===== src/design/cpio_pkg.sv =====
package cpio_pkg;

  // Header layout
  localparam int unsigned HdrLen     = 110;
  localparam int unsigned MagicLen   = 6;
  localparam int unsigned EndNameLen = 11;

  // Header field numbers that are kept
  localparam logic [3:0] FIELD_MODE     = 4'd1;
  localparam logic [3:0] FIELD_SIZE     = 4'd6;
  localparam logic [3:0] FIELD_MAJOR    = 4'd9;
  localparam logic [3:0] FIELD_MINOR    = 4'd10;
  localparam logic [3:0] FIELD_NAMESIZE = 4'd11;

  typedef enum logic [5:0] {
    PH_HEADER   = 6'b000001,
    PH_NAME     = 6'b000010,
    PH_NAME_PAD = 6'b000100,
    PH_DATA     = 6'b001000,
    PH_DATA_PAD = 6'b010000,
    PH_DONE     = 6'b100000
  } phase_t;

  typedef enum logic [1:0] {
    KIND_NAME = 2'd0,
    KIND_DATA = 2'd1,
    KIND_END  = 2'd2
  } kind_t;

  // Hex digit value; anything outside 0-9 and A-F counts as zero
  function automatic logic [3:0] hex_value(input logic [7:0] c);
    logic [3:0] v;
    v = 4'd0;
    if (c >= 8'h30 && c <= 8'h39) v = 4'(c - 8'h30);
    else if (c >= 8'h41 && c <= 8'h46) v = 4'(c - 8'h37);
    return v;
  endfunction

  // Name of the end record, NUL included
  function automatic logic [7:0] end_name_char(input logic [3:0] idx);
    logic [7:0] ch;
    case (idx)
      4'd0:    ch = 8'h54; // T
      4'd1:    ch = 8'h52; // R
      4'd2:    ch = 8'h41; // A
      4'd3:    ch = 8'h49; // I
      4'd4:    ch = 8'h4C; // L
      4'd5:    ch = 8'h45; // E
      4'd6:    ch = 8'h52; // R
      4'd7:    ch = 8'h21; // !
      4'd8:    ch = 8'h21;
      4'd9:    ch = 8'h21;
      default: ch = 8'h00;
    endcase
    return ch;
  endfunction

endpackage


===== src/design/cpio_newc_stream_parser_top.sv =====
// Channel  | Direction | Handshake          | Payload
// ---------+-----------+--------------------+---------------------------------------------
// input    | in        | in_valid/in_stall  | data_byte
// result   | out       | out_valid/out_stall| kind, byte_value, last, file_mode, file_size,
//          |           |                    | name_length, rdev_major_num, rdev_minor_num
//
// One archive byte is taken per clock while in_stall is low; its result, if any, shows in the next cycle.
// All decoding sits between the state registers and the result register.
// Synchronous reset returns to the header phase; there is no clearing pass.
// in_stall is high only while a result is held and out_stall is high.
// Header, padding and post-end-record bytes are consumed without a result.
module cpio_newc_stream_parser_top (
  input  logic        clk,
  input  logic        rst,
  input  logic        in_valid,
  output logic        in_stall,
  input  logic [7:0]  data_byte,
  output logic        out_valid,
  input  logic        out_stall,
  output logic [1:0]  kind,
  output logic [7:0]  byte_value,
  output logic        last,
  output logic [31:0] file_mode,
  output logic [31:0] file_size,
  output logic [31:0] name_length,
  output logic [31:0] rdev_major_num,
  output logic [31:0] rdev_minor_num
);

  // Parser state
  cpio_pkg::phase_t phase, phase_next;
  logic [6:0]  header_position, header_position_next;
  logic [31:0] bytes_remaining, bytes_remaining_next;
  logic [31:0] hex_accumulator, hex_accumulator_next;
  logic        field_stopped, field_stopped_next;
  logic [1:0]  pad_remaining, pad_remaining_next;
  logic [31:0] mode_store, mode_store_next;
  logic [31:0] size_store, size_store_next;
  logic [31:0] namesize_store, namesize_store_next;
  logic [31:0] major_store, major_store_next;
  logic [31:0] minor_store, minor_store_next;
  logic        trailer_match, trailer_match_next;
  logic [3:0]  name_pos, name_pos_next;

  // Per-byte decode
  logic        accept;
  logic [6:0]  hdr_rel;
  logic [2:0]  char_off;
  logic [3:0]  field_num;
  logic [31:0] acc_base;
  logic        stop_base;
  logic [1:0]  name_pad_len;
  logic [1:0]  data_pad_len;
  logic        go_name, go_name_pad, go_data, go_data_pad, go_header;
  logic        res_valid;
  cpio_pkg::kind_t res_kind;
  logic        res_last;

  assign in_stall = out_valid & out_stall;
  assign accept   = in_valid & ~in_stall;

  assign hdr_rel      = header_position - 7'(cpio_pkg::MagicLen);
  assign char_off     = hdr_rel[2:0];
  assign field_num    = hdr_rel[6:3];
  assign acc_base     = (char_off == 3'd0) ? 32'd0 : hex_accumulator;
  assign stop_base    = (char_off == 3'd0) ? 1'b0 : field_stopped;
  assign name_pad_len = 2'(2'd2 - namesize_store[1:0]);
  assign data_pad_len = 2'(2'd0 - size_store[1:0]);

  // Next state and result for the byte on the input
  always_comb begin
    phase_next           = phase;
    header_position_next = header_position;
    bytes_remaining_next = bytes_remaining;
    hex_accumulator_next = hex_accumulator;
    field_stopped_next   = field_stopped;
    pad_remaining_next   = pad_remaining;
    mode_store_next      = mode_store;
    size_store_next      = size_store;
    namesize_store_next  = namesize_store;
    major_store_next     = major_store;
    minor_store_next     = minor_store;
    trailer_match_next   = trailer_match;
    name_pos_next        = name_pos;
    go_name              = 1'b0;
    go_name_pad          = 1'b0;
    go_data              = 1'b0;
    go_data_pad          = 1'b0;
    go_header            = 1'b0;
    res_valid            = 1'b0;
    res_kind             = cpio_pkg::KIND_NAME;
    res_last             = 1'b0;

    case (phase)
      cpio_pkg::PH_HEADER: begin
        // hex fields follow the magic
        if (header_position >= 7'(cpio_pkg::MagicLen)) begin
          hex_accumulator_next = acc_base;
          field_stopped_next   = stop_base;
          if (!stop_base) begin
            if (data_byte == 8'h00) field_stopped_next = 1'b1;
            else hex_accumulator_next = {acc_base[27:0], 4'b0000} +
                                        32'(cpio_pkg::hex_value(data_byte));
          end
          if (char_off == 3'd7) begin
            case (field_num)
              cpio_pkg::FIELD_MODE:     mode_store_next     = hex_accumulator_next;
              cpio_pkg::FIELD_SIZE:     size_store_next     = hex_accumulator_next;
              cpio_pkg::FIELD_MAJOR:    major_store_next    = hex_accumulator_next;
              cpio_pkg::FIELD_MINOR:    minor_store_next    = hex_accumulator_next;
              cpio_pkg::FIELD_NAMESIZE: namesize_store_next = hex_accumulator_next;
              default: ;
            endcase
          end
        end
        if (header_position == 7'(cpio_pkg::HdrLen - 1)) go_name = 1'b1;
        else header_position_next = header_position + 7'd1;
      end
      cpio_pkg::PH_NAME: begin
        // compare against the end record while the name streams out
        if (name_pos < 4'(cpio_pkg::EndNameLen)) begin
          if (data_byte != cpio_pkg::end_name_char(name_pos)) trailer_match_next = 1'b0;
          name_pos_next = name_pos + 4'd1;
        end
        bytes_remaining_next = bytes_remaining - 32'd1;
        res_valid = 1'b1;
        if (bytes_remaining == 32'd1) begin
          res_last = 1'b1;
          if (trailer_match_next && namesize_store >= 32'(cpio_pkg::EndNameLen)) begin
            res_kind   = cpio_pkg::KIND_END;
            phase_next = cpio_pkg::PH_DONE;
          end else begin
            go_name_pad = 1'b1;
          end
        end
      end
      cpio_pkg::PH_NAME_PAD: begin
        pad_remaining_next = pad_remaining - 2'd1;
        if (pad_remaining == 2'd1) go_data = 1'b1;
      end
      cpio_pkg::PH_DATA: begin
        bytes_remaining_next = bytes_remaining - 32'd1;
        res_valid = 1'b1;
        res_kind  = cpio_pkg::KIND_DATA;
        if (bytes_remaining == 32'd1) begin
          res_last    = 1'b1;
          go_data_pad = 1'b1;
        end
      end
      cpio_pkg::PH_DATA_PAD: begin
        pad_remaining_next = pad_remaining - 2'd1;
        if (pad_remaining == 2'd1) go_header = 1'b1;
      end
      default: ;
    endcase

    // Phase entries; empty sections fall through to the next one
    if (go_name) begin
      trailer_match_next   = 1'b1;
      name_pos_next        = 4'd0;
      bytes_remaining_next = namesize_store_next;
      if (namesize_store_next == 32'd0) go_name_pad = 1'b1;
      else phase_next = cpio_pkg::PH_NAME;
    end
    if (go_name_pad) begin
      if (name_pad_len == 2'd0) go_data = 1'b1;
      else begin
        pad_remaining_next = name_pad_len;
        phase_next         = cpio_pkg::PH_NAME_PAD;
      end
    end
    if (go_data) begin
      bytes_remaining_next = size_store;
      if (size_store == 32'd0) go_data_pad = 1'b1;
      else phase_next = cpio_pkg::PH_DATA;
    end
    if (go_data_pad) begin
      pad_remaining_next = data_pad_len;
      if (data_pad_len == 2'd0) go_header = 1'b1;
      else phase_next = cpio_pkg::PH_DATA_PAD;
    end
    if (go_header) begin
      phase_next           = cpio_pkg::PH_HEADER;
      header_position_next = 7'd0;
    end
  end

  // State registers
  always_ff @(posedge clk) begin
    if (rst) begin
      phase           <= cpio_pkg::PH_HEADER;
      header_position <= 7'd0;
      bytes_remaining <= 32'd0;
      hex_accumulator <= 32'd0;
      field_stopped   <= 1'b0;
      pad_remaining   <= 2'd0;
      mode_store      <= 32'd0;
      size_store      <= 32'd0;
      namesize_store  <= 32'd0;
      major_store     <= 32'd0;
      minor_store     <= 32'd0;
      trailer_match   <= 1'b1;
      name_pos        <= 4'd0;
    end else if (accept) begin
      phase           <= phase_next;
      header_position <= header_position_next;
      bytes_remaining <= bytes_remaining_next;
      hex_accumulator <= hex_accumulator_next;
      field_stopped   <= field_stopped_next;
      pad_remaining   <= pad_remaining_next;
      mode_store      <= mode_store_next;
      size_store      <= size_store_next;
      namesize_store  <= namesize_store_next;
      major_store     <= major_store_next;
      minor_store     <= minor_store_next;
      trailer_match   <= trailer_match_next;
      name_pos        <= name_pos_next;
    end
  end

  // Result register: loads on a producing transfer, clears when taken
  always_ff @(posedge clk) begin
    if (rst) begin
      out_valid <= 1'b0;
    end else if (accept) begin
      out_valid <= res_valid;
    end else if (!out_stall) begin
      out_valid <= 1'b0;
    end
  end

  always_ff @(posedge clk) begin
    if (accept && res_valid) begin
      kind           <= res_kind;
      byte_value     <= data_byte;
      last           <= res_last;
      file_mode      <= mode_store;
      file_size      <= size_store;
      name_length    <= namesize_store;
      rdev_major_num <= major_store;
      rdev_minor_num <= minor_store;
    end
  end

endmodule


===== config.mk =====
export PLATFORM = sky130hd
export DESIGN_NAME = cpio_newc_stream_parser_top
export DESIGN_NICKNAME = d
export VERILOG_FILES = /design/src/design/cpio_pkg.sv /design/src/design/cpio_newc_stream_parser_top.sv
export SDC_FILE = /design/constraint.sdc
export NUM_CORES = 1
export LEC_CHECK = 0
export BUFFER_PORTS_ARGS = -buffer_cell sky130_fd_sc_hd__buf_2
export CAP_MARGIN = 20
export CORE_MARGIN = 10
export CORE_UTILIZATION = 33
export DETAILED_ROUTE_END_ITERATION = 8
export PLACE_DENSITY = 0.5
export SETUP_SLACK_MARGIN = 0.5
export SYNTH_ARGS = -nofsm -noshare
export SYNTH_HDL_FRONTEND = slang
export SYNTH_SLANG_ARGS = --single-unit

===== constraint.sdc =====
create_clock -name clk -period 12.5 [get_ports clk]
set_clock_uncertainty 0.05 [all_clocks]
set_input_delay 1.25 -clock clk [delete_from_list [all_inputs] [get_ports clk]]
set_output_delay 1.25 -clock clk [all_outputs]
set_load 0.05 [all_outputs]

## Yosys cells after proc, flatten, opt, wreduce, memory -nomap -nowiden

Memory sizes are Yosys's and may differ from the RTL's. A register that Yosys moved wholly into a read port is not among the register bits.
Index checks and enable logic that the tools add are counted.

| storage, ports and cells | value |
|---|---|
| memories kept | 1 |
| input port bits | 12 |
| ROM bits | 112 |
| latch bits | 0 |
| RAM bits | 0 |
| output and inout port bits | 173 |
| logic and storage cells | 159 |
| flip-flop bits (word level) | 417 |

Memory list:

| memory | words | width | rd ports | clocked after Yosys merged registers in | wr ports | RTL line | text |
|---|---|---|---|---|---|---|---|
| (name not given) | 16 | 7 | 1 | 1 | 0 | cpio_pkg.sv:42 | `case (idx)` |

| operators by class | value |
|---|---|
| add/sub/neg operators | 10 |
| reductions and logical operators | 25 |
| multiplexer cells | 74 |
| div/mod/pow operators | 0 |
| $mul | 0 |
| eq/ne operators | 17 |
| shifts and indexed selects | 0 |
| $lt $le $gt $ge | 7 |
| bitwise gates (word level) | 3 |

Operators with widths:

| operator | number |
|---|---|
| two-way mux 32 bit | 10 |
| two-way mux 6 bit | 12 |
| logical NOT 32 bit | 2 |
| two-way mux 4 bit | 11 |
| adder 32 x 4 -> 32 bit | 1 |
| == test 32 x 1 -> 1 bit, second input constant | 1 |
| greater-or-equal comparator 32 x 4 -> 1 bit, second input constant | 1 |
| subtractor 32 x 1 -> 32 bit, second input constant | 1 |
| two-way mux 1 bit | 29 |
| two-way mux 7 bit | 3 |
| AND reduction 5 bit | 4 |
| two-way mux 8 bit | 2 |
| == test 4 bit, second input constant | 3 |
| two-way mux 2 bit | 6 |
| AND reduction 3 bit | 3 |
| greater-or-equal comparator 8 x 6 -> 1 bit, second input constant | 1 |
| greater-or-equal comparator 8 x 7 -> 1 bit, second input constant | 1 |
| <= comparator 8 x 6 -> 1 bit, second input constant | 1 |
| <= comparator 8 x 7 -> 1 bit, second input constant | 1 |
| logical NOT 8 bit | 1 |
| inequality test 8 bit | 1 |
| adder 7 x 1 -> 7 bit, second input constant | 1 |
| == test 7 bit, second input constant | 1 |
| greater-or-equal comparator 7 x 3 -> 1 bit, second input constant | 1 |
| other kinds (29) | 38 |

## Logic depth before layout (Yosys ltp)

Gate-level depths: netlist of the first run.

| logic depth | value |
|---|---|
| depth in word-level cells | 25 |
| gate-level depth with buffers | 15 |
| mapped depth without buffers | 11 |

## Worst setup path before layout of the first run

OpenSTA, ideal clock, no wires.

| timing | value |
|---|---|
| path kind | input port to flip-flop |
| start point | in out_stall |
| end point | reg byte_value[0] (enable) |
| stages on the path | 4 |
| path buffers | 1 |
| required time | 11689 ps |
| library setup time | 761 ps |
| setup slack | 1792 ps |
| arrival | 9897 ps |
| cell sequence | nand2_1 nand2_1 clkbuf_1 a21oi_1 |

| between the ends | value |
|---|---|
| longest elaborated chain between the ends | 4 |

Ends and longest elaborated chain:

| element | RTL line | text |
|---|---|---|
| start, declared | cpio_newc_stream_parser_top.sv:19 | `input logic out_stall,` |
| bitwise AND 1 bit | cpio_newc_stream_parser_top.sv:59 | `assign in_stall = out_valid & out_stall;` |
| inverter 1 bit | cpio_newc_stream_parser_top.sv:60 | `assign accept = in_valid & ~in_stall;` |
| bitwise AND 1 bit | cpio_newc_stream_parser_top.sv:60 |  |
| logical AND 1 bit | cpio_newc_stream_parser_top.sv:233 | `if (accept && res_valid) begin` |
| end signal, assigned | cpio_newc_stream_parser_top.sv:235 | `byte_value <= data_byte;` |
| end, declared | cpio_newc_stream_parser_top.sv:21 | `output logic [7:0] byte_value,` |

No other way between the ends.
A chain may end at the register's enable or synchronous reset.

## Final worst setup path of the first run

| timing | value |
|---|---|
| start point | reg header_position[2] |
| end point | reg bytes_remaining[18] |

| between the ends | value |
|---|---|
| longest elaborated chain between the ends | 16 |
| elaborated cells between the ends (all ways) | 25 |
| classes of those cells | add/sub (2); order compare (1); eq/ne (3); mux (15); reduce/logical (4) |

Ends and longest elaborated chain:

| element | RTL line | text |
|---|---|---|
| start, declared | cpio_newc_stream_parser_top.sv:32 | `logic [6:0] header_position, header_position_next;` |
| start signal, assigned | cpio_newc_stream_parser_top.sv:206 | `header_position <= header_position_next;` |
| subtractor 7 x 3 -> 7 bit | cpio_newc_stream_parser_top.sv:62 | `assign hdr_rel = header_position - 7'(cpio_pkg::MagicLen);` |
| logical NOT 3 bit | cpio_newc_stream_parser_top.sv:65, cpio_newc_stream_parser_top.sv:66 |  |
| two-way mux 32 bit | cpio_newc_stream_parser_top.sv:65 | `assign acc_base = (char_off == 3'd0) ? 32'd0 : hex_accumulator;` |
| adder 32 x 4 -> 32 bit | cpio_newc_stream_parser_top.sv:102 | `else hex_accumulator_next = {acc_base[27:0], 4'b0000} +` |
| two-way mux 32 bit | cpio_newc_stream_parser_top.sv:101 | `if (data_byte == 8'h00) field_stopped_next = 1'b1;` |
| two-way mux 32 bit | cpio_newc_stream_parser_top.sv:100 | `if (!stop_base) begin` |
| two-way mux 32 bit | cpio_newc_stream_parser_top.sv:106 | `case (field_num)` |
| two-way mux 32 bit | cpio_newc_stream_parser_top.sv:105 | `if (char_off == 3'd7) begin` |
| two-way mux 32 bit | cpio_newc_stream_parser_top.sv:97 | `if (header_position >= 7'(cpio_pkg::MagicLen)) begin` |
| two-way mux 32 bit | cpio_newc_stream_parser_top.sv:94 | `case (phase)` |
| logical NOT 32 bit | cpio_newc_stream_parser_top.sv:162 | `if (namesize_store_next == 32'd0) go_name_pad = 1'b1;` |
| two-way mux 1 bit | cpio_newc_stream_parser_top.sv:162 |  |
| two-way mux 1 bit | cpio_newc_stream_parser_top.sv:158 | `if (go_name) begin` |
| two-way mux 1 bit | cpio_newc_stream_parser_top.sv:165 | `if (go_name_pad) begin` |
| nonzero test 3 bit (no line) | n/a |  |
| AND reduction 2 bit (no line) | n/a |  |
| end signal, assigned | cpio_newc_stream_parser_top.sv:207 | `bytes_remaining <= bytes_remaining_next;` |
| end, declared | cpio_newc_stream_parser_top.sv:33 | `logic [31:0] bytes_remaining, bytes_remaining_next;` |

Several ways; a longest one is shown, not always the timed one.

==> impl_metrics.yaml, run 1 <==
sta:
  setup_viol: 0
  rsz0062_at_grt: "no"
  max_slew_margin_pct: 24.9
  min_period_ps: 4800
  hold_viol: 0
  worst_pin_slew_ps: 1130
  drv_slew: 0
  fin_crit_sh_pct: 38.4
  fmax_ghz: 0.208
  final.setup.tns_ps: 0
yosys:
  synth.area.top_cells: "edfxtp_1 29%, dfxtp_1 29%, nand2_1 8.8%"
  async_reset_ff_share_pct: 0
  ys_ff_latch: 424
  postSynthAreaPerCell_um2: 9.80
  synth_warnings: 0
  synth_area_leader_cell: "edfxtp_1"
  netlist.area_leader.share_pct: 29.3
  postSynthCellCount: 1786
  synth_flop_cell: "dfxtp_1"
  yosysSeqAreaShare_pct: 58.3
  synth-edff-count: 171
  synth_fp_nets: 1814
  yosysUniqueCellTypes: 74
  syn_area_um2: 17500
detailed_routing:
  drt_wl_total_mm: 55.5
  vias: 13800
  dr.first_iter.drc_count: 1143
  wl_per_cell_um: 20.7
  drc: 0
  viasPerCell: 5.12
  ant_nets: 0
  dr.pass1.iters: 5
setup_path:
  max_stage_delay_ps: 880
  worstSetupStartpointType: "flip-flop"
  path_max_fanout: 29
  cp.arrival_ps: 5200
  slowest_stage: "a22oi_1"
  reg2reg_slack_ps: 7700
  crit_top_cell: "a21oi_1"
  cp-end-kind: "flip-flop"
  cp_cell_sequence: "ha_1 > nand2b_1 > a22oi_1 > a21oi_1 > a21oi_2 > nand4b_2 > a2111oi_4 > nor2_4 > buf_4 > mux2i_1 > a21oi_1"
  crit_required_ps: 12900
  critical_path_class: "flip-flop to flip-flop"
grt:
  grt_pass1_wl_mm: 83.5
  grt_max_degree: 101
  grtUsageTotal_pct: 17.1
  gr-total-overflow: 0
  grt_pass1_vias: 13100
  grt_antenna_before_repair: 0
floorplan:
  top_level_ports: 185
  core_area_um2: 52600
  initial_core_util_pct: 33.3
  die_w_um: 250
  row_count: 84
  die-area_um2: 62700
  chipHeight_um: 250
power:
  leakagePower_uw: 0.00761
  power.density_nw_per_um2: 140
  intPower_uw: 2310
  pwr-share-clk_pct: 49.6
  comb_power_share_pct: 1.6
  seq_power_share_pct: 48.9
  p_sw_share_pct: 21.2
  switchingPower_uw: 623
  p_total_uw: 2930
  ir_drop_mv: 0.0908
placed_design:
  hpwlAfterDp_mm: 37.6
  portBuffers: 184
  dp_cells: 2595
  gp_congestion: 0.855
clock_network:
  hold_buffers: 0
  tritoncts: "yes"
  clk_pin_slew_ps: 60
  cts_buffers: 47
  cts_buffer_depth: 3
  ctsRootBufferMaster: "clkbuf_16"
  cts_resized: 0
  worstSkewPairLatency_ps: 580
  htreeDepth: 2
  clock-sinks: 424
  post-cts-setup-buffers: 0
layout:
  fin_nets: 1986
  final_layout_size_suffix_gt1_share_pct: 16.7
  syn_to_final_growth_pct: 19.5
  diodes: 0
  stdcell_count: 2684
run_status:
  outcome: "finished clean"
min_path:
  hold_path_class: "flip-flop to flip-flop"
job:
  cap_viol_max_count: 0
==> critical path, delay by kind of cell, from the launching register on <==
kind | cells | cell delay (ps)
DFF | 1 | 490
and+or+nand+nor | 3 | 1170
buffers and inverters | 1 | 530
AOI/OAI and AO/OA | 5 | 1760
muxes | 1 | 270
adders and majority gates | 1 | 360
==> routing by layer <==
metal	routed length [um]	vias to the layer above	track usage, %	part of all wire [%]
met5	0	-	0	0
met3	3170	92	3.06	5.7
met2	25400	438	27.1	46
met4	2080	0	6.61	3.8
met1	24900	6585	22.7	45
li1	-	6638	-	-
==> path summary, 6_finish.rpt <==
| check | start | end | depth (start not counted) |
|---|---|---|---|
| worst min register to register | major_store[20] | rdev_major_num[20] | 0 |
| worst min-delay path | major_store[20] | rdev_major_num[20] | 0 |
| worst max-delay path | header_position[2] | bytes_remaining[18] | 11 |
| worst max register to register | header_position[2] | bytes_remaining[18] | 11 |
==> synthesized netlist by cell type (3+ instances only) <==
master,instances
or4_1,10
xnor2_1,25
buf_4,4
mux2i_1,85
buf_2,7
inv_1,18
edfxtp_1,171
and4_1,3
nor4b_1,3
clkbuf_1,84
nand2b_1,4
buf_1,11
xor2_1,18
o31ai_1,3
and2_1,5
o211ai_1,6
nand4_1,11
nor4_1,31
mux2_2,3
nor2b_1,8
a211oi_1,22
a41oi_1,3
and3_1,12
o31a_1,4
nand3_1,22
or3_1,7
ha_1,16
o21ai_0,56
nor3_1,33
a21oi_1,227
o21a_1,4
nand2_1,412
a31oi_1,21
a21o_1,3
dfxtp_1,253
nor2_1,133
==> power by group through the flow <==
stage	clock network, uW	logic (uW)	registers [uW]
after floorplan	0	30.2	1460
after global placement	0	45.6	1460
after detailed placement	0	46.2	1460
after CTS	1490	46.3	1430
after global routing	1540	50.5	1430
final	1450	46.3	1430
==> flip-flops by register name (all words and copies together), names as in the netlist, named ones only <==
signal           cells
namesize_store      32
file_mode           32
size_store          32
trailer_match        1
major_store         32
byte_value           8
last                 1
file_size           32
out_valid            1
name_pos             4
rdev_minor_num      32
hex_accumulator     32
header_position      7
bytes_remaining     32
pad_remaining        2
minor_store         32
field_stopped        1
mode_store          32
kind                 2
name_length         32
phase                6
rdev_major_num      32
==> placed cells by master (no fill, tap or decap), drive strengths merged, types with 4 or more instances in the layout <==
cell type,count
nor2,136
nand3,22
clkbuf,62
nand2,412
and3,12
xor2,18
and2,5
inv,22
or3,7
mux2i,85
dfxtp,253
clkinvlp,5
o21a,4
ha,16
or4,11
a21oi,229
edfxtp,171
nand4,12
o21ai,58
nand2b,4
a31oi,21
nor3,33
nor4,34
a211oi,22
nor2b,8
o211ai,6
buf,231
clkinv,9
bufinv,7
xnor2,25
o31a,4
==> area by class of cell <==
cell class / count / area (um^2)
fill: 5146 / 31600
clock inverter: 25 / 343
multi-input combinational: 1236 / 6850
tap: 688 / 861
timing repair buffer: 231 / 1320
clock buffer: 62 / 1270
inverter: 18 / 67.6
sequential: 424 / 10200
==> metrics by stage <==
step           instance area (um^2)  hold WS, ps  setup WS (ps)  util (%)
2_1_floorplan                 17500          358           1790         -
3_3_place_gp                  19200          366           7440      36.6
3_5_place_dp                  19200          367           7330      36.6
4_1_cts                       20900          380           7700      39.7
5_1_grt                       20900          382           7250      39.8
6_report                      20900          378           7700      39.8
==> kinds of logic after synthesis <==
group / Yosys count / share of synthesized area, %
buffers and inverters: 126 / 2.92
multiplexers: 88 / 5.05
adder cells (fa/ha/maj): 16 / 1.14
XOR/XNOR: 43 / 2.15
AND/OR/NAND/NOR: 713 / 18.1
AO/OA/AOI/OAI: 376 / 12.4
flip-flops: 424 / 58.3
Note: power is estimated with default switching activity, not from simulation.
==> inputs of run 2 (changes only) <==
--- a/config.mk
+++ b/config.mk
@@ -10,7 +10,7 @@
 export CORE_MARGIN = 10
 export CORE_UTILIZATION = 33
 export DETAILED_ROUTE_END_ITERATION = 8
-export PLACE_DENSITY = 0.5
+export PLACE_DENSITY = 0.52
 export SETUP_SLACK_MARGIN = 0.5
 export SYNTH_ARGS = -nofsm -noshare
 export SYNTH_HDL_FRONTEND = slang
==> constraint.sdc (replaced) <==
create_clock -name clk -period 3.9 [get_ports clk]
set_clock_uncertainty 0.05 [all_clocks]
set_input_delay 0.39 -clock clk [delete_from_list [all_inputs] [get_ports clk]]
set_output_delay 0.39 -clock clk [all_outputs]
set_load 0.05 [all_outputs]
==> run 2 against run 1 <==
  * Final area is 1.6% higher
  * Wire length hardly changed
  * Total power grew to 3.1 times the previous value
  * Final cell count is 1.5% higher
  * Register-to-register slack worse by 7100 ps
  * Critical endpoint is now phase[3]
==> impl_metrics.yaml, run 2 (synthesis gave the netlist of run 1 again) <==
run_status:
  outcome: "finished clean"
grt:
  grt_pass1_wl_mm: 83.5
  gr-total-overflow: 0
  grt_pass1_vias: 13300
  grt_antenna_before_repair: 0
  grtUsageTotal_pct: 17.0
  grt_max_degree: 176
clock_network:
  cts_buffers: 46
  ctsRootBufferMaster: "clkbuf_16"
  worstSkewPairLatency_ps: 590
  tritoncts: "yes"
  clk_pin_slew_ps: 60
  clock-sinks: 424
  htreeDepth: 2
  cts_buffer_depth: 3
job:
  cap_viol_max_count: 0
setup_path:
  r2r_end: "phase[3]"
  path_max_fanout: 7
  reg2reg_slack_ps: 610
  worstSetupStartpointType: "flip-flop"
  cp-end-kind: "flip-flop"
  critical_path_class: "flip-flop to flip-flop"
  crit_required_ps: 4360
  worstRegToRegCells: 9
  worstReg2RegStart: "phase[5]"
  cp.arrival_ps: 3760
sta:
  rsz0062_at_grt: "yes"
  min_period_ps: 3290
  holdWs_ps: 21.7
  setup_viol: 0
  drv_slew: 0
  worst_pin_slew_ps: 978
  max_slew_margin_pct: 34.6
  fmax_ghz: 0.304
  fin_crit_sh_pct: 84.5
  hold_viol: 0
layout:
  final_common_cell: "nand2_1"
  layout_common_cells: "411 x nand2_1, 249 x dfxtp_1, 225 x a21oi_1, 183 x buf_2, 171 x edfxtp_1"
  syn_to_final_growth_pct: 21.4
  post-route-util_pct: 40.4
  diodes: 0
  fin_nets: 2026
  final_layout_size_suffix_gt1_share_pct: 18.7
floorplan:
  die-area_um2: 62700
  initial_core_util_pct: 33.3
  top_level_ports: 185
  core_area_um2: 52600
  row_count: 84
  chipHeight_um: 250
  die_w_um: 250
placed_design:
  hpwlAfterDp_mm: 38.2
  gp_congestion: 0.873
  portBuffers: 184
min_path:
  whs_path_depth: 1
  holdCritStartpoint: "data_byte[5]"
  hold_path_class: "input pin to flip-flop"
  min_to: "byte_value[5]"
detailed_routing:
  vias: 14000
  ant_nets: 0
  drt_wl_total_mm: 55.5
  viasPerCell: 5.12
  drc: 0
  wl_per_cell_um: 20.4
  dr.first_iter.drc_count: 1160
  dr.pass1.iters: 6
power:
  ir_drop_mv: 0.352
  leakagePower_uw: 0.00780
  power.density_nw_per_um2: 432
==> run 2: layout make-up <==
| type | count | area [um^2] |
|---|---|---|
| clock inverters | 24 | 253 |
| clock buffers | 62 | 1270 |
| multi-input cells | 1236 | 6920 |
| fillers | 5136 | 31300 |
| flip-flops and latches | 424 | 10200 |
| well taps | 688 | 861 |
| inverters | 18 | 67.6 |
| repair buffers | 272 | 1660 |
==> run 2: worst max-delay path by stage <==
stage,startpoint,to,slack [ps],depth (start not counted)
final,phase[5],phase[3],610,9
after floorplan,phase[5],byte_value[0],-260,3
after global routing,bytes_remaining[26],header_position[5],480,9
after detailed placement,data_byte[1],bytes_remaining[10],130,13
after CTS,header_position[1],phase[3],500,10
after global placement,data_byte[1],bytes_remaining[20],200,13
==> run 2: per-layer routing <==
metal / part of all wire [%] / track usage [%] / vias to the layer above
met2: 47 / 27.9 / 421
li1: - / - / 6718
met3: 5.8 / 3.04 / 92
met4: 3.1 / 5.96 / 0
met1: 44 / 22.2 / 6723
met5: 0 / 0 / -
==> run 2: repair_timing <==
action / CTS / global route
gates resized for setup: 3 / 13
endpoints found under the hold margin: 1 / 0
pin swaps: 1 / 9
hold buffers: 1 / 0
buffers inserted: 0 / 7
endpoints found under the setup margin: 31 / 41
==> run 2: power by group <==
group | leakage [uW] | switching (uW) | internal (uW)
Combinational | 0.00344 | 114 | 44.6
Clock | 0.000732 | 1850 | 2570
Sequential | 0.00363 | 8.82 | 4580
Total | 0.00780 | 1970 | 7200
==> run 2: worst max-delay path, cell delays in order (launching register included) <==
cell,delay (ps)
dfxtp_2,370
or4_4,620
nor2_8,140
nand4_4,160
a2111oi_4,470
nand4b_4,180
a2111oi_4,470
nor2_4,100
or4_1,520
o22ai_1,140
==> run 2: per-stage QoR <==
stage | std cells | setup slack [ps] | TNS (ps) | cell area (um^2) | total power [uW]
6_report | 2724 | 606 | 0 | 21200 | 9170
5_1_grt | 2724 | 482 | 0 | 21200 | 9460
4_1_cts | 2717 | 501 | 0 | 21100 | 9290
3_5_place_dp | 2630 | 128 | 0 | 19600 | 4840
3_3_place_gp | 2630 | 200 | 0 | 19600 | 4840
2_1_floorplan | 1786 | -264 | -45120 | 17500 | 4780
==> inputs of run 3 (changes only) <==
--- a/config.mk
+++ b/config.mk
@@ -10,7 +10,7 @@
 export CORE_MARGIN = 10
 export CORE_UTILIZATION = 33
 export DETAILED_ROUTE_END_ITERATION = 8
-export PLACE_DENSITY = 0.52
+export PLACE_DENSITY = 0.5
 export SETUP_SLACK_MARGIN = 0.5
 export SYNTH_ARGS = -nofsm -noshare
 export SYNTH_HDL_FRONTEND = slang
==> constraint.sdc (replaced) <==
create_clock -name clk -period 3.08 [get_ports clk]
set_clock_uncertainty 0.05 [all_clocks]
set_input_delay 0.308 -clock clk [delete_from_list [all_inputs] [get_ports clk]]
set_output_delay 0.308 -clock clk [all_outputs]
set_load 0.05 [all_outputs]
==> run 3 against run 2 <==
  * Clock power increased by 34%
  * Largest cell class unchanged
  * The run now ends with negative setup slack left
  * Combinational power is 74% higher
  * Fmax up 3.3%
  * Final cell count up 7.8%
  * Setup slack lost 720 ps
  * Non-clock buffer count rose by 203
  * Worst hold slack worse by 1.7 ps
==> impl_metrics.yaml, run 3 (synthesis gave the netlist of run 1 again) <==
layout:
  final_common_cell: "nand2_1"
  fin_nets: 2236
  layout_common_cells: "380 x nand2_1, 247 x dfxtp_1, 244 x buf_4, 211 x a21oi_1, 183 x buf_2"
  stdcell_count: 2936
  syn_to_final_growth_pct: 36.2
  diodes: 0
  final_layout_size_suffix_gt1_share_pct: 30.3
  filler_cell_count: 5062
  finish.instance_area_um2: 23800
sta:
  hold_viol: 0
  worst_pin_slew_ps: 1200
  setup_ws_ps: -109
  fin_crit_sh_pct: 104
  drv_slew: 0
  fmax_ghz: 0.314
  setup_viol: 18
  holdWs_ps: 19.9
  rsz0062_at_grt: "yes"
  max_slew_margin_pct: 20.1
  min_period_ps: 3190
placed_design:
  dp_slack_ps: -497
  hpwlAfterDp_mm: 42.2
  portBuffers: 184
  gp_congestion: 0.931
  place_area_um2: 21000
  dp_cells: 2793
detailed_routing:
  wl_per_cell_um: 21.1
  vias: 15100
  dr.first_iter.drc_count: 1233
  drt_wl_total_mm: 61.9
  drc: 0
  ant_nets: 0
  viasPerCell: 5.15
  dr.pass1.iters: 6
setup_path:
  cp.arrival_ps: 3660
  crit_start: "header_position[1]"
  worstRegToRegCells: 12
  worstSetupStartpointType: "flip-flop"
  path_max_fanout: 6
  cp-end-kind: "flip-flop"
  worstReg2RegStart: "header_position[1]"
  cp-endpoint: "phase[3]"
  crit_required_ps: 3560
  reg2reg_slack_ps: -110
  critical_path_class: "flip-flop to flip-flop"
  r2r_end: "phase[3]"
floorplan:
  die-area_um2: 62700
  initial_core_util_pct: 33.3
  row_count: 84
  chipHeight_um: 250
  top_level_ports: 185
  die_w_um: 250
  core_area_um2: 52600
grt:
  grt_pass1_wl_mm: 90.9
  grt_max_degree: 179
  gr-total-overflow: 0
  grt_pass1_vias: 14500
  grtUsageTotal_pct: 18.7
  grt_antenna_before_repair: 0
clock_network:
  ctsRootBufferMaster: "clkbuf_16"
  clk_pin_slew_ps: 70
  htreeDepth: 2
  cts_buffer_depth: 3
  clock-sinks: 424
  worstSkewPairLatency_ps: 610
  tritoncts: "yes"
  cts_buffers: 48
job:
  cap_viol_max_count: 0
power:
  power.density_nw_per_um2: 504
  ir_drop_mv: 0.404
  leakagePower_uw: 0.00922
  p_total_uw: 12000
run_status:
  violations: "negative setup slack"
  outcome: "finished, violations left"
min_path:
  hold_path_class: "input pin to flip-flop"
==> run 3: changes by cell type in the layout (fill, tap and decap cells not counted), sizes merged, moves of 2 or more <==
| cell | before | now |
|---|---|---|
| bufbuf | 0 | 2 |
| clkinv | 12 | 22 |
| clkbuf | 62 | 54 |
| inv | 21 | 25 |
| buf | 271 | 466 |
| or3 | 7 | 10 |
| dlygate4sd3 | 1 | 5 |
==> run 3: repair_timing <==
item                                    in CTS  in global routing
endpoints found under the setup margin     193                175
hold buffers                                 5                  0
endpoints found under the hold margin       18                  0
setup buffers                               21                 12
pin swaps                                   36                 29
gates resized for setup                     90                 53
gates cloned                                11                  4
==> run 3: power breakdown <==
group | leakage [uW] | switching [uW] | internal, uW | total [uW]
Clock | 0.000797 | 2510 | 3410 | 5920
Combinational | 0.00479 | 176 | 102 | 277
Sequential | 0.00363 | 7.66 | 5800 | 5810
Total | 0.00922 | 2700 | 9310 | 12000
==> run 3: layer usage <==
metal,vias to the layer above,share of wire (%),GRT usage [%]
met5,-,0,0
met4,0,3.2,6.59
met3,112,7.2,3.93
met2,526,47,30.5
met1,7311,43,23.9
li1,7166,-,-
==> run 3: worst max-delay path: stages, from the launching register on <==
cell	delay, ps
dfxtp_4	360
ha_4	280
nand2b_4	170
buf_6	100
a22oi_2	50
buf_4	150
o21a_1	120
a211o_1	260
o31a_1	320
a2111oi_4	440
nor2_4	90
or4_1	500
o22ai_1	210
==> run 3: cell type report <==
type / instances / area (um^2) / area share, %
tap: 688 / 861 / 3.61
multi-input combinational: 1241 / 7460 / 31.3
clock buffer: 52 / 1250 / 5.23
timing repair buffer: 475 / 3590 / 15.1
sequential: 424 / 10200 / 42.8
inverter: 18 / 75.1 / 0.315
clock inverter: 38 / 395 / 1.66
==> run 3: how the worst min path moves through the flow <==
stage,to,from,cells after the start
finish,out_valid,out_stall,5
CTS,out_valid,out_stall,5
global placement,rdev_major_num[23],major_store[23],0
detailed placement,file_mode[30],mode_store[30],0
global route,byte_value[1],data_byte[1],2
floorplan,byte_value[0],data_byte[0],0
==> run 3: stage by stage <==
stage	util [%]	TNS [ps]
after floorplan	-	-186160
after global placement	40.0	-14690
after detailed placement	40.0	-18950
after CTS	44.6	-12.7
after global routing	45.4	-3120
final	45.4	-331
